--- src/design/swmm_pkg.sv ---
// Package for the sliding-window min/max buffer.
// Holds the transaction structs, command and register codes and the sequencer states.
// No dependencies.
package swmm_pkg;

  // Field widths of the transactions and registers.
  localparam int SAMPLE_W  = 16;
  localparam int LEN_W     = 11;
  localparam int IDX_W     = 11;
  localparam int CFG_IDX_W = 1;

  // Sample extremes, used as the empty-window values.
  localparam logic signed [SAMPLE_W-1:0] SAMPLE_MAX = {1'b0, {(SAMPLE_W-1){1'b1}}};
  localparam logic signed [SAMPLE_W-1:0] SAMPLE_MIN = {1'b1, {(SAMPLE_W-1){1'b0}}};

  // Register indexes of the configuration port.
  localparam logic [CFG_IDX_W-1:0] REG_WINDOW_LENGTH = 1'b0;
  localparam logic [CFG_IDX_W-1:0] REG_BUFFER_MODE   = 1'b1;

  // Reset value of the window length register.
  localparam logic [LEN_W-1:0] WINDOW_LENGTH_RST = 11'd1024;

  // Buffer modes.
  localparam logic MODE_ROLLING = 1'b0;
  localparam logic MODE_FIFO    = 1'b1;

  typedef enum logic [1:0] {
    CMD_PUSH  = 2'd0,
    CMD_CLEAR = 2'd1,
    CMD_READ  = 2'd2,
    CMD_NOP   = 2'd3
  } cmd_t;

  typedef struct packed {
    cmd_t                        command;
    logic signed [SAMPLE_W-1:0]  sample;
    logic        [IDX_W-1:0]     read_index;
  } in_t;

  typedef struct packed {
    logic signed [SAMPLE_W-1:0]  window_min;
    logic signed [SAMPLE_W-1:0]  window_max;
    logic                        window_has_data;
    logic signed [SAMPLE_W-1:0]  read_value;
    logic                        read_valid;
  } out_t;

  // One slot of the sample store: valid mark and sample.
  typedef struct packed {
    logic                        valid;
    logic signed [SAMPLE_W-1:0]  sample;
  } slot_t;

  // Control of the min/max unit.
  typedef struct packed {
    logic init;
    logic fold;
  } ext_ctl_t;

  typedef enum logic [3:0] {
    ST_INIT,
    ST_IDLE,
    ST_CLEAR,
    ST_PUSH_RD,
    ST_PUSH_WR,
    ST_SCAN,
    ST_SCAN_LAST,
    ST_MOD,
    ST_READ_ADDR,
    ST_READ_DATA,
    ST_DONE
  } state_t;

endpackage

--- src/design/swmm_extreme.sv ---
// Running minimum/maximum unit of the sliding-window buffer.
// Holds the window extremes and folds one sample per cycle while its fold control is set. Depends on swmm_pkg.
module swmm_extreme import swmm_pkg::*; (
  input  logic                       clk,
  input  logic                       rst_n,
  input  ext_ctl_t                   ctl,
  input  logic                       fold_valid,
  input  logic signed [SAMPLE_W-1:0] fold_sample,
  output logic signed [SAMPLE_W-1:0] min_val,
  output logic signed [SAMPLE_W-1:0] max_val,
  output logic                       any_val
);

  logic signed [SAMPLE_W-1:0] min_r;
  logic signed [SAMPLE_W-1:0] max_r;
  logic                       any_r;
  logic                       lower;
  logic                       higher;

  // The shared compare pair.
  assign lower  = fold_sample < min_r;
  assign higher = fold_sample > max_r;

  // Init restores the empty-window values; fold takes in one valid sample.
  always_ff @(posedge clk) begin
    if (!rst_n) begin
      min_r <= SAMPLE_MAX;
      max_r <= SAMPLE_MIN;
      any_r <= 1'b0;
    end else if (ctl.init) begin
      min_r <= SAMPLE_MAX;
      max_r <= SAMPLE_MIN;
      any_r <= 1'b0;
    end else if (ctl.fold && fold_valid) begin
      if (lower) begin
        min_r <= fold_sample;
      end
      if (higher) begin
        max_r <= fold_sample;
      end
      any_r <= 1'b1;
    end
  end

  assign min_val = min_r;
  assign max_val = max_r;
  assign any_val = any_r;

endmodule

--- config.mk ---
export PLATFORM = sky130hd
export DESIGN_NAME = swmm_extreme
export DESIGN_NICKNAME = d
export VERILOG_FILES = /design/src/design/swmm_pkg.sv /design/src/design/swmm_extreme.sv
export SDC_FILE = /design/constraint.sdc
export NUM_CORES = 1
export LEC_CHECK = 0
export ABC_AREA = 1
export BUFFER_PORTS_ARGS = -buffer_cell sky130_fd_sc_hd__buf_2
export CORE_ASPECT_RATIO = 1.75
export CORE_UTILIZATION = 45
export DETAILED_ROUTE_END_ITERATION = 12
export GPL_TIMING_DRIVEN = 0
export PLACE_DENSITY = 0.69
export RECOVER_POWER = 50
export SYNTH_ARGS = -nofsm -noshare
export SYNTH_HDL_FRONTEND = slang
export SYNTH_SLANG_ARGS = --single-unit
--- constraint.sdc ---
create_clock -name clk -period 3.4 [get_ports clk]
set_clock_uncertainty 0.2 [all_clocks]
set_input_delay 0.34 -clock clk [delete_from_list [all_inputs] [get_ports clk]]
set_output_delay 0.34 -clock clk [all_outputs]
set_load 0.02 [all_outputs]
* Word level (Yosys, flattened, before mapping) *
Index checks and enable logic that the tools add are counted.

word-level totals
  register bits = 33
  output and inout port bits = 33
  logic and storage cells = 10

cells by class
  $lt $le $gt $ge = 2
  bitwise logic cells = 1
  reductions and logical operators = 4

operator list
  kind                 number
  > comparator 16 bit  1
  < comparator 16 bit  1
  AND reduction 2 bit  2
  OR reduction 2 bit   1
  logical AND 1 bit    1
  NOT 1 bit            1

* Logic depth before layout (Yosys ltp) *
  depth in word-level cells = 2
  depth in mapped cells = 15

* Least setup slack after synthesis *
OpenSTA, ideal clock, no wires.

  path kind = reg2reg
  from = register min_r[13], in the netlist min_val[13]
  to = register min_r[0], in the netlist min_val[0]
  data arrival time = 1796 ps
  data required time = 3064 ps
  slack = 1268 ps
  cell stages (with the launch flop) = 14
  buffers on the path = 1
  path through = dfxtp_1 -> inv_1 -> ha_1 -> nand2_1 -> inv_1 -> o21ai_2 -> nand2_1 -> nor2_2 -> nand2_2 -> nand2_2 -> nand3_4 -> buf_8 -> nand2_2 -> nand3_2

between the ends
  word-level cells in the longest chain between the ends = 2

RTL lines
  item                                  RTL line            RTL
  start, declared                       swmm_extreme.sv:14  logic signed [SAMPLE_W-1:0] min_r;
  start signal, assigned                swmm_extreme.sv:36  min_r <= fold_sample;
  < comparator 16 bit                   swmm_extreme.sv:21  assign lower = fold_sample < min_r;
  AND reduction 2 bit (no source line)  --

Every way passes these cells.
A chain may end at the register's enable or synchronous reset.

* Worst setup path after layout *
  from = register min_r[5], in the netlist min_val[5]
  to = register min_r[4], in the netlist min_val[4]

The elaborated chain is that of the path after synthesis.

==> flow_metrics.tcl <==
set metrics [dict create \
    status "finished clean" \
    postCtsHoldBufs 0 \
    synthFlopType "dfxtp_1" \
    postLayoutCellArea_um2 2650 \
    synth.area.top_cells "dfxtp_1 29%, ha_1 17%, nand2_1 12%, inv_1 7.4%, nor2_1 7.4%" \
    drv_cap 0 \
    ys_seq_elements 33 \
    dieArea_um2 5290 \
    syn_avg_cell_area_um2 7.13 \
    p_per_area_nw_per_um2 381 \
    yosysWarnings 0 \
    fp-row-count 33 \
    cp_common_cell "nand2_2" \
    worst_pin_slew_ps 764 \
    setup_tns_ps 0 \
    hold_path_class "primary input to flop" \
    synth-edff-count 0 \
    synth.most_common_cell "nand2_1" \
    relSlewSlack_pct 49.1 \
    worst_slack_ps 1120 \
    area_growth_pct 18.1 \
    htreeDepth 2 \
    fmax_ghz 0.438 \
    core-area_um2 4750 \
    leakagePower_nw 1.47 \
    synth_top_area_share_pct 29.4 \
    rsz0062_at_grt "false" \
    synthArstFlopShare_pct 0 \
    p_total_mw 1.01 \
    grt_pass1_wl_um 9020 \
    die_x_um 55.4 \
    ios 54 \
    initial_core_util_pct 47.3 \
    endpoint_kind "flop" \
    drt_pass1_iterations 4 \
    critPathSlowestCell "dfxtp_1" \
    viasPerCell 5.09 \
    wl_per_cell_um 12.8 \
    cts-root-buf "clkbuf_8" \
    ant_nets 0 \
    setup_viol 0 \
    hpwl_um 4220 \
    post-place-ws_ps 1040 \
    drc_errors 0 \
    syn_area_um2 2240 \
    cp_slowest_stage_delay_ps 360 \
    slew_viol_final 0 \
    vias 2178 \
    clkSinkCount 33 \
    synthCells 315 \
    post-route-period-util_pct 67.1 \
    grt_max_degree 11 \
    cp_max_fo 10 \
    grt_pass1_vias 2056 \
    hold_depth 3 \
    synth-seq-area-share_pct 29.4 \
    fin_crit_ps 2280 \
    antenna_found_initial 0 \
    n_antenna_cell 0 \
    synthTopCellsByCount "69 x nand2_1, 44 x inv_1, 44 x nor2_1" \
    syn_nets 367 \
    insertion_delay_ps 290 \
    cts_resized 0 \
    cts_tree "done" \
    critPathRequiredTime_ps 3350 \
    dieHeight_um 95.4 \
    worstSetupStartpointType "flop" \
    rr_worst_depth 13 \
    ir_drop_mv 0.316 \
    globalplace.congestion 0.831 \
    grt_usage_pct 21.8 \
    drive_above_1_share_pct 18.4 \
    layout.nets 427 \
    dpl-instance-area_um2 2570 \
    routed_wl_um 5480 \
    synth_cell_types 26 \
    hold_viol_final 0 \
    path_cells "inv_1 -> ha_1 -> a21oi_1 -> nor2_1 -> nor3_2 -> nand2_1 -> nand2_2 -> nand2_2 -> nand2_2 -> nand3_4 -> buf_8 -> nand2_2 -> nand3_2" \
    postCtsSetupRepairBufs 0 \
    critPathKind "flop to flop" \
    utilization_pct 55.8 \
    cts_buffers 5 \
    first_iter_violations 57 \
    grt_overflow 0 \
    portBuffers 53 \
    clkSlewWorstSetupHoldPaths_ps 70 \
    synth.largest_area_cell "dfxtp_1" \
    clock_tree.buffer_depth 2 \
    cp.arrival_ps 2240 \
]
==> layout make-up <==
cell class	count	area [µm²]
clock buffer	7	86.3
inverter	50	188
timing repair buffer	53	224
tap	52	65.1
clock inverter	1	30.0
multi-input combinational	222	1340
fill	488	2100
buffer	10	60.1
sequential	33	661
==> power by group <==
part	switching (mW)	leakage (nW)	internal (mW)	total, mW
Sequential	0.00883	0.269	0.400	0.408
Combinational	0.137	1.14	0.0720	0.209
Clock	0.153	0.0585	0.239	0.392
Total	0.299	1.47	0.711	1.01
==> cells by family after synthesis <==
logic type               after synthesis  share of synthesized area [%]
AND/OR/NAND/NOR                      171                           37.1
buffers and inverters                 60                           11.0
flip-flops                            33                           29.4
adder cells (fa/ha/maj)               31                           17.3
AO/OA/AOI/OAI                         20                           5.18
==> state kept, by name, indices dropped and copies added (netlist names) <==
name     count
max_val     16
any_val      1
min_val     16
==> routing by layer <==
layer	global-route usage, %	up-vias	wire (µm)
met5	0	-	0
met4	12.5	0	184
met3	3.80	13	189
met2	40.4	49	2870
met1	23.0	987	2240
li1	-	1129	-
==> worst max-delay path: cells and delay by family, from the launching register on <==
family          cells  cell delay, ps
compound gates      1             150
flops               1             360
buf+inv             2             250
fa+ha+maj           1             290
simple gates        9             900
==> cell usage in the layout, fill, tap and decap left out, drive strengths merged, types with 2 or more instances in the layout <==
cell | netlist | layout
nand2 | 82 | 82
inv | 49 | 49
nor2 | 45 | 45
clkbuf | 4 | 44
dfxtp | 33 | 33
ha | 31 | 31
buf | 6 | 26
nand3 | 25 | 25
nand4 | 17 | 17
a21oi | 12 | 12
o21ai | 4 | 4
o21a | 2 | 2
==> path summary, 6_finish.rpt <==
path	startpoint	end	slack [ps]
worst max-delay path	min_val[5]	min_val[4]	1120
worst min-delay path	fold_sample[0]	max_val[0]	120
worst max register to register	min_val[5]	min_val[4]	1120
worst min register to register	min_val[8]	min_val[8]	280
==> per-stage QoR <==
step / hold slack, ps / cells
after detailed placement: 265 / 420
after floorplan: 275 / 315
after CTS: 121 / 428
after global routing: 152 / 428
after global placement: 246 / 420
final: 122 / 428
Note: power is estimated with default switching activity, not from simulation.
