[src/design/swmm_pkg.sv]
// Package for the sliding-window min/max buffer.
// Holds the transaction structs, command and register codes and the sequencer states.
// No dependencies.
package swmm_pkg;

  // Field widths of the transactions and registers.
  localparam int SAMPLE_W  = 16;
  localparam int LEN_W     = 11;
  localparam int IDX_W     = 11;
  localparam int CFG_IDX_W = 1;

  // Sample extremes, used as the empty-window values.
  localparam logic signed [SAMPLE_W-1:0] SAMPLE_MAX = {1'b0, {(SAMPLE_W-1){1'b1}}};
  localparam logic signed [SAMPLE_W-1:0] SAMPLE_MIN = {1'b1, {(SAMPLE_W-1){1'b0}}};

  // Register indexes of the configuration port.
  localparam logic [CFG_IDX_W-1:0] REG_WINDOW_LENGTH = 1'b0;
  localparam logic [CFG_IDX_W-1:0] REG_BUFFER_MODE   = 1'b1;

  // Reset value of the window length register.
  localparam logic [LEN_W-1:0] WINDOW_LENGTH_RST = 11'd1024;

  // Buffer modes.
  localparam logic MODE_ROLLING = 1'b0;
  localparam logic MODE_FIFO    = 1'b1;

  typedef enum logic [1:0] {
    CMD_PUSH  = 2'd0,
    CMD_CLEAR = 2'd1,
    CMD_READ  = 2'd2,
    CMD_NOP   = 2'd3
  } cmd_t;

  typedef struct packed {
    cmd_t                        command;
    logic signed [SAMPLE_W-1:0]  sample;
    logic        [IDX_W-1:0]     read_index;
  } in_t;

  typedef struct packed {
    logic signed [SAMPLE_W-1:0]  window_min;
    logic signed [SAMPLE_W-1:0]  window_max;
    logic                        window_has_data;
    logic signed [SAMPLE_W-1:0]  read_value;
    logic                        read_valid;
  } out_t;

  // One slot of the sample store: valid mark and sample.
  typedef struct packed {
    logic                        valid;
    logic signed [SAMPLE_W-1:0]  sample;
  } slot_t;

  // Control of the min/max unit.
  typedef struct packed {
    logic init;
    logic fold;
  } ext_ctl_t;

  typedef enum logic [3:0] {
    ST_INIT,
    ST_IDLE,
    ST_CLEAR,
    ST_PUSH_RD,
    ST_PUSH_WR,
    ST_SCAN,
    ST_SCAN_LAST,
    ST_MOD,
    ST_READ_ADDR,
    ST_READ_DATA,
    ST_DONE
  } state_t;

endpackage

[src/design/swmm_mod.sv]
// Bit-serial remainder unit of the sliding-window buffer.
// Reduces the read index modulo the window length, one dividend bit per cycle. Depends on swmm_pkg.
module swmm_mod import swmm_pkg::*; #(
  parameter int LW = 11
) (
  input  logic             clk,
  input  logic             rst_n,
  input  logic             start,
  input  logic [IDX_W-1:0] dividend,
  input  logic [LW-1:0]    divisor,
  output logic             done,
  output logic [LW-1:0]    rem
);

  localparam int CW = $clog2(IDX_W + 1);

  logic             busy_r;
  logic             done_r;
  logic [CW-1:0]    cnt_r;
  logic [IDX_W-1:0] quo_r;
  logic [LW-1:0]    rem_r;
  logic [LW:0]      shifted;
  logic [LW:0]      diff;
  logic             ge;
  logic [LW-1:0]    rem_step;

  // One restoring step: shift in the next dividend bit, subtract if it fits.
  assign shifted  = {rem_r, quo_r[IDX_W-1]};
  assign diff     = shifted - {1'b0, divisor};
  assign ge       = shifted >= {1'b0, divisor};
  assign rem_step = ge ? diff[LW-1:0] : shifted[LW-1:0];

  // Step counter and status.
  always_ff @(posedge clk) begin
    if (!rst_n) begin
      busy_r <= 1'b0;
      done_r <= 1'b0;
      cnt_r  <= '0;
    end else begin
      done_r <= 1'b0;
      if (start) begin
        busy_r <= 1'b1;
        cnt_r  <= CW'(IDX_W);
      end else if (busy_r) begin
        cnt_r <= cnt_r - CW'(1);
        if (cnt_r == CW'(1)) begin
          busy_r <= 1'b0;
          done_r <= 1'b1;
        end
      end
    end
  end

  // Dividend and partial remainder.
  always_ff @(posedge clk) begin
    if (start) begin
      quo_r <= dividend;
      rem_r <= '0;
    end else if (busy_r) begin
      quo_r <= {quo_r[IDX_W-2:0], 1'b0};
      rem_r <= rem_step;
    end
  end

  assign done = done_r;
  assign rem  = rem_r;

endmodule

[config.mk]
export PLATFORM = sky130hd
export DESIGN_NAME = swmm_mod
export DESIGN_NICKNAME = d
export VERILOG_FILES = /design/src/design/swmm_pkg.sv /design/src/design/swmm_mod.sv
export SDC_FILE = /design/constraint.sdc
export NUM_CORES = 1
export LEC_CHECK = 0
export ABC_CLOCK_PERIOD_IN_PS = 2800
export BUFFER_PORTS_ARGS = -buffer_cell sky130_fd_sc_hd__buf_4
export CAP_MARGIN = 20
export CORE_MARGIN = 2
export CORE_UTILIZATION = 49
export DETAILED_ROUTE_END_ITERATION = 12
export GPL_TIMING_DRIVEN = 0
export PLACE_DENSITY = 0.8
export SLEW_MARGIN = 20
export SYNTH_ARGS = -nofsm -noshare
export SYNTH_HDL_FRONTEND = slang
export SYNTH_SLANG_ARGS = --single-unit
[constraint.sdc]
create_clock -name clk -period 2.8 [get_ports clk]
set_clock_uncertainty 0.05 [all_clocks]
set_input_delay 0.42 -clock clk [delete_from_list [all_inputs] [get_ports clk]]
set_output_delay 0.42 -clock clk [all_outputs]
set_load 0.02 [all_outputs]
* Word level (Yosys, flattened, before mapping) *
Index checks and enable logic that the tools add are counted.

storage, ports and cells
  register bits = 28
  output and inout port bits = 12
  latch bits = 0
  memory bits (read-only) = 0
  bits in writable memories = 0
  word-level logic and storage cells = 24
  memories kept = 0
  input port bits = 25

operators by class
  bitwise operators = 2
  equality and inequality tests = 1
  multiply operators = 0
  reduce and logical (&&, ||, !) cells = 3
  shift operators = 0
  add/sub/neg operators = 2
  muxes and demuxes = 9
  div/mod/pow operators = 0
  magnitude comparators = 1

operators with widths
  cell                                                                    number
  11-bit two-way mux                                                      3
  12-bit by 11-bit greater-or-equal comparator with 1-bit output          1
  11-bit subtractor                                                       1
  4-bit two-way mux                                                       2
  4-bit by 1-bit equality test with 1-bit output (second input constant)  1
  1-bit two-way mux                                                       4
  4-bit by 1-bit subtractor with 4-bit output (second input constant)     1
  3-bit OR reduction                                                      1
  1-bit inverter                                                          2
  2-bit nonzero test                                                      1
  2-bit OR reduction                                                      1

* Longest topological paths before layout *
  depth in word-level cells = 4
  depth in mapped cells = 10
  depth with buffers taken out = 9

* Least setup slack after synthesis *
OpenSTA, ideal clock, no wires.

  path type = input to register
  start point = input divisor[0]
  end point = register rem_r[6], in the netlist rem[6]
  setup slack = 0.148 ns
  stages = 9
  required time = 2.662 ns
  path buffers = 1
  arrival = 2.514 ns
  setup time = 0.088 ns
  cells stage by stage = ha_1 fa_1 and2b_1 o22ai_2 a211o_1 and2_4 buf_6 or3b_1 a311oi_2

between the ends
  word-level cells in the longest chain between the ends = 2
  elaborated cells between the ends (all ways) = 3
  those cells by class = add/sub: 1; order compare: 1; mux: 1

ends and longest elaborated chain
  item                                                                                                 line                            text
  start: declaration                                                                                   swmm_mod.sv:10                  input logic [LW-1:0] divisor,
  11-bit subtractor or 12-bit by 11-bit greater-or-equal comparator with 1-bit output (tied branches)  swmm_mod.sv:29, swmm_mod.sv:30
  11-bit two-way mux (*)                                                                               swmm_mod.sv:31                  assign rem_step = ge ? diff[LW-1:0] : shifted[LW-1:0];
  end signal: assignment                                                                               swmm_mod.sv:61                  rem_r <= rem_step;
  end: declaration                                                                                     swmm_mod.sv:21                  logic [LW-1:0] rem_r;

Mark *: on every way between the ends. The rest lies on a longest branch, timed or not.
A chain may end at the register's enable or synchronous reset.

* Worst setup path after layout *
  start point = register quo_r[10]
  end point = register rem_r[6], in the netlist rem[6]

between the ends
  word-level cells in the longest chain between the ends = 2
  elaborated cells between the ends (all ways) = 3
  those cells by class = add/sub: 1; order compare: 1; mux: 1

ends and longest elaborated chain
  item                                                                                                 line                            text
  start: declaration                                                                                   swmm_mod.sv:20                  logic [IDX_W-1:0] quo_r;
  start signal: assignment                                                                             swmm_mod.sv:57                  quo_r <= dividend;
  start signal: assignment                                                                             swmm_mod.sv:60                  quo_r <= {quo_r[IDX_W-2:0], 1'b0};
  11-bit subtractor or 12-bit by 11-bit greater-or-equal comparator with 1-bit output (tied branches)  swmm_mod.sv:29, swmm_mod.sv:30
  11-bit two-way mux (*)                                                                               swmm_mod.sv:31

Marked as above.

==> flow_summary.json <==
{
  "final_common_cell": "buf_4",
  "startpoint_type": "flip-flop",
  "antenna_found_initial": 0,
  "cts-htree-levels": 1,
  "grt_max_degree": 17,
  "finalCriticalPeriod_ps": 2620,
  "worstMarginPinSlew_ps": 716,
  "dieArea_um2": 4110,
  "status": "completed",
  "drt_iter0_drc": 55,
  "synth_cell_types": 48,
  "mostFrequentLayoutCells": "buf_4, nand2_1, inv_1, dfxtp_1, nor2_1",
  "register_area_um2": 671,
  "postSynthCellCount": 192,
  "required_ps": 3030,
  "grt_pass1_vias": 1410,
  "wl_met1_mm": 1.84,
  "final_layout_size_suffix_gt1_frac": 0.274,
  "whs_ps": 258,
  "cp_top_family": "simple AND/OR/NAND/NOR gates",
  "routed-via-count": 1539,
  "rows": 21,
  "wire_per_inst_um": 14.2,
  "synth_edf_count": 11,
  "post-place-cells": 274,
  "grt_usage": 0.202,
  "synthTopCellsByArea": "dfxtp_1, edfxtp_1, ha_1",
  "initial_core_util": 0.518,
  "portBuffers": 36,
  "fin_cells": 280,
  "finalCritPeriodShare": 0.937,
  "n_antenna_cell": 0,
  "power_mw": 0.965,
  "worst_path_max_delay_cell": "edfxtp_1",
  "cts_made_buffers": 3,
  "area_delta_synth_final_pct": 24.1,
  "grt_pass1_wl_mm": 6.42,
  "tns_ps": 0,
  "power_leakage_nw": 0.967,
  "routed-wl-met3_um": 226,
  "slew_headroom": 0.521,
  "critical_path.max_stage_delay_ps": 400,
  "yosysTopAreaCell": "dfxtp_1",
  "drtPass1Iterations": 4,
  "slew_viol_final": 0,
  "clk_path_buf_depth": 2,
  "synth_ff_type": "dfxtp_1",
  "critPathMaxFanout": 7,
  "fmax_mhz": 381,
  "clk_latency_ps": 350,
  "clkSinkCount": 28,
  "power.density_nw_per_um2": 439,
  "avgSynthCellArea_um2": 9.22,
  "path_cells": "inv_2, ha_4, fa_2, and2b_2, o22ai_4, a211o_4, and2_4, or3b_4, a311oi_2",
  "arrival_ps": 2860,
  "ctsRootBufferMaster": "clkbuf_4",
  "critical_path_class": "reg -> reg",
  "routed_via_density": 5.50,
  "route.top_layer_used": "met4",
  "io_pins": 37,
  "place_hpwl_mm": 2.85,
  "hp-class": "in -> reg",
  "async_flop_share": 0,
  "synth_nets": 231,
  "rsz0062_at_grt": "no",
  "peakVddDrop_mv": 0.328,
  "path_buf_inv": 1,
  "route.met2.wl_mm": 1.84,
  "endpoint_kind": "flip-flop",
  "netlist_area_um2": 1770,
  "setup_viol": 0,
  "synth-seq-area-share": 0.379,
  "multiInputGateArea_um2": 1040,
  "clk_pin_slew_ps": 170,
  "detail-route-antenna-nets": 0,
  "drcViolationCount": 0,
  "fill_cells": 303,
  "final_nets": 274,
  "wirelength_mm": 3.96,
  "cts_tree": "built",
  "die_w_um": 64.1,
  "yosysWarnings": 0,
  "coreArea_um2": 3420,
  "hold_viol": 0,
  "overflow": 0,
  "synth_top_area_share": 0.192,
  "ys_ff_latch": 28,
  "routabilityCongestion": 0.831,
  "die_h_um": 64.1,
  "max-cap-violations": 0
}
## cells in the mapped netlist (all sizes together), types with 3 or more instances
library cell	number
nand2b	3
dfxtp	17
mux2	10
nor2	14
xor2	5
o21ai	15
ha	13
nand2	19
inv	18
o21a	6
a21oi	12
clkbuf	3
nor3	4
nor2b	3
edfxtp	11
## where the power goes
part	internal [mW]	total (mW)	switching (mW)	leakage, nW
clock network	0.145	0.276	0.131	0.0279
logic	0.104	0.216	0.113	0.689
registers	0.456	0.472	0.0162	0.250
total	0.705	0.965	0.260	0.967
## final timing paths
path              cells past startpoint  slack, ps  endpoint       from
setup / recovery                      9        180    rem[6]  quo_r[10]
hold / removal                        2        260  cnt_r[0]      rst_n
setup reg to reg                      9        180    rem[6]  quo_r[10]
hold reg to reg                       2        440    rem[2]     rem[2]
## logic make-up after synthesis
logic type	after synthesis	synth area share
compound gates	51	0.195
fa+ha+maj	14	0.103
simple gates	58	0.163
buf+inv	22	0.0509
mux	12	0.0749
xor+xnor	7	0.0346
flops	28	0.379
## final cells by class
| cell class | count | area share |
|---|---|---|
| clock inverters | 1 | 0.0137 |
| flip-flops and latches | 28 | 0.305 |
| multi-input cells | 142 | 0.476 |
| repair buffers | 39 | 0.133 |
| inverters | 18 | 0.0308 |
| well taps | 46 | 0.0262 |
| plain buffers | 3 | 0.00513 |
| clock buffers | 3 | 0.0103 |
## worst register-to-register path, delay by kind of cell, from the launching register on
kind            cells  cell delay [ps]
simple gates        3              810
compound gates      3              710
buf+inv             1               50
flops               1              400
fa+ha+maj           2              550
## metrics by stage
stage	worst slack (ps)	instance area, µm²	util
6_report	175	2200	0.643
5_1_grt	38.4	2200	0.643
3_3_place_gp	-97.5	2100	0.614
2_1_floorplan	148	1770	-
4_1_cts	37.3	2150	0.630
3_5_place_dp	-110	2100	0.614
## per-layer routing
layer,GRT usage,vias up
met3,0.0282,4
met1,0.274,711
met2,0.319,47
met4,0.0931,0
met5,0,-
li1,-,777
## timing repair
item,in CTS,in global routing
hold buffers,0,0
buffers inserted,0,3
gates resized for setup,0,8
setup endpoints to repair,0,1
endpoints found under the hold margin,0,0
## flip-flops by register name, summed over array words and instances, names as in the netlist
name	flops
quo_r	11
rem	11
cnt_r	4
busy_r	1
done	1
(Power assumes the default switching activity.)
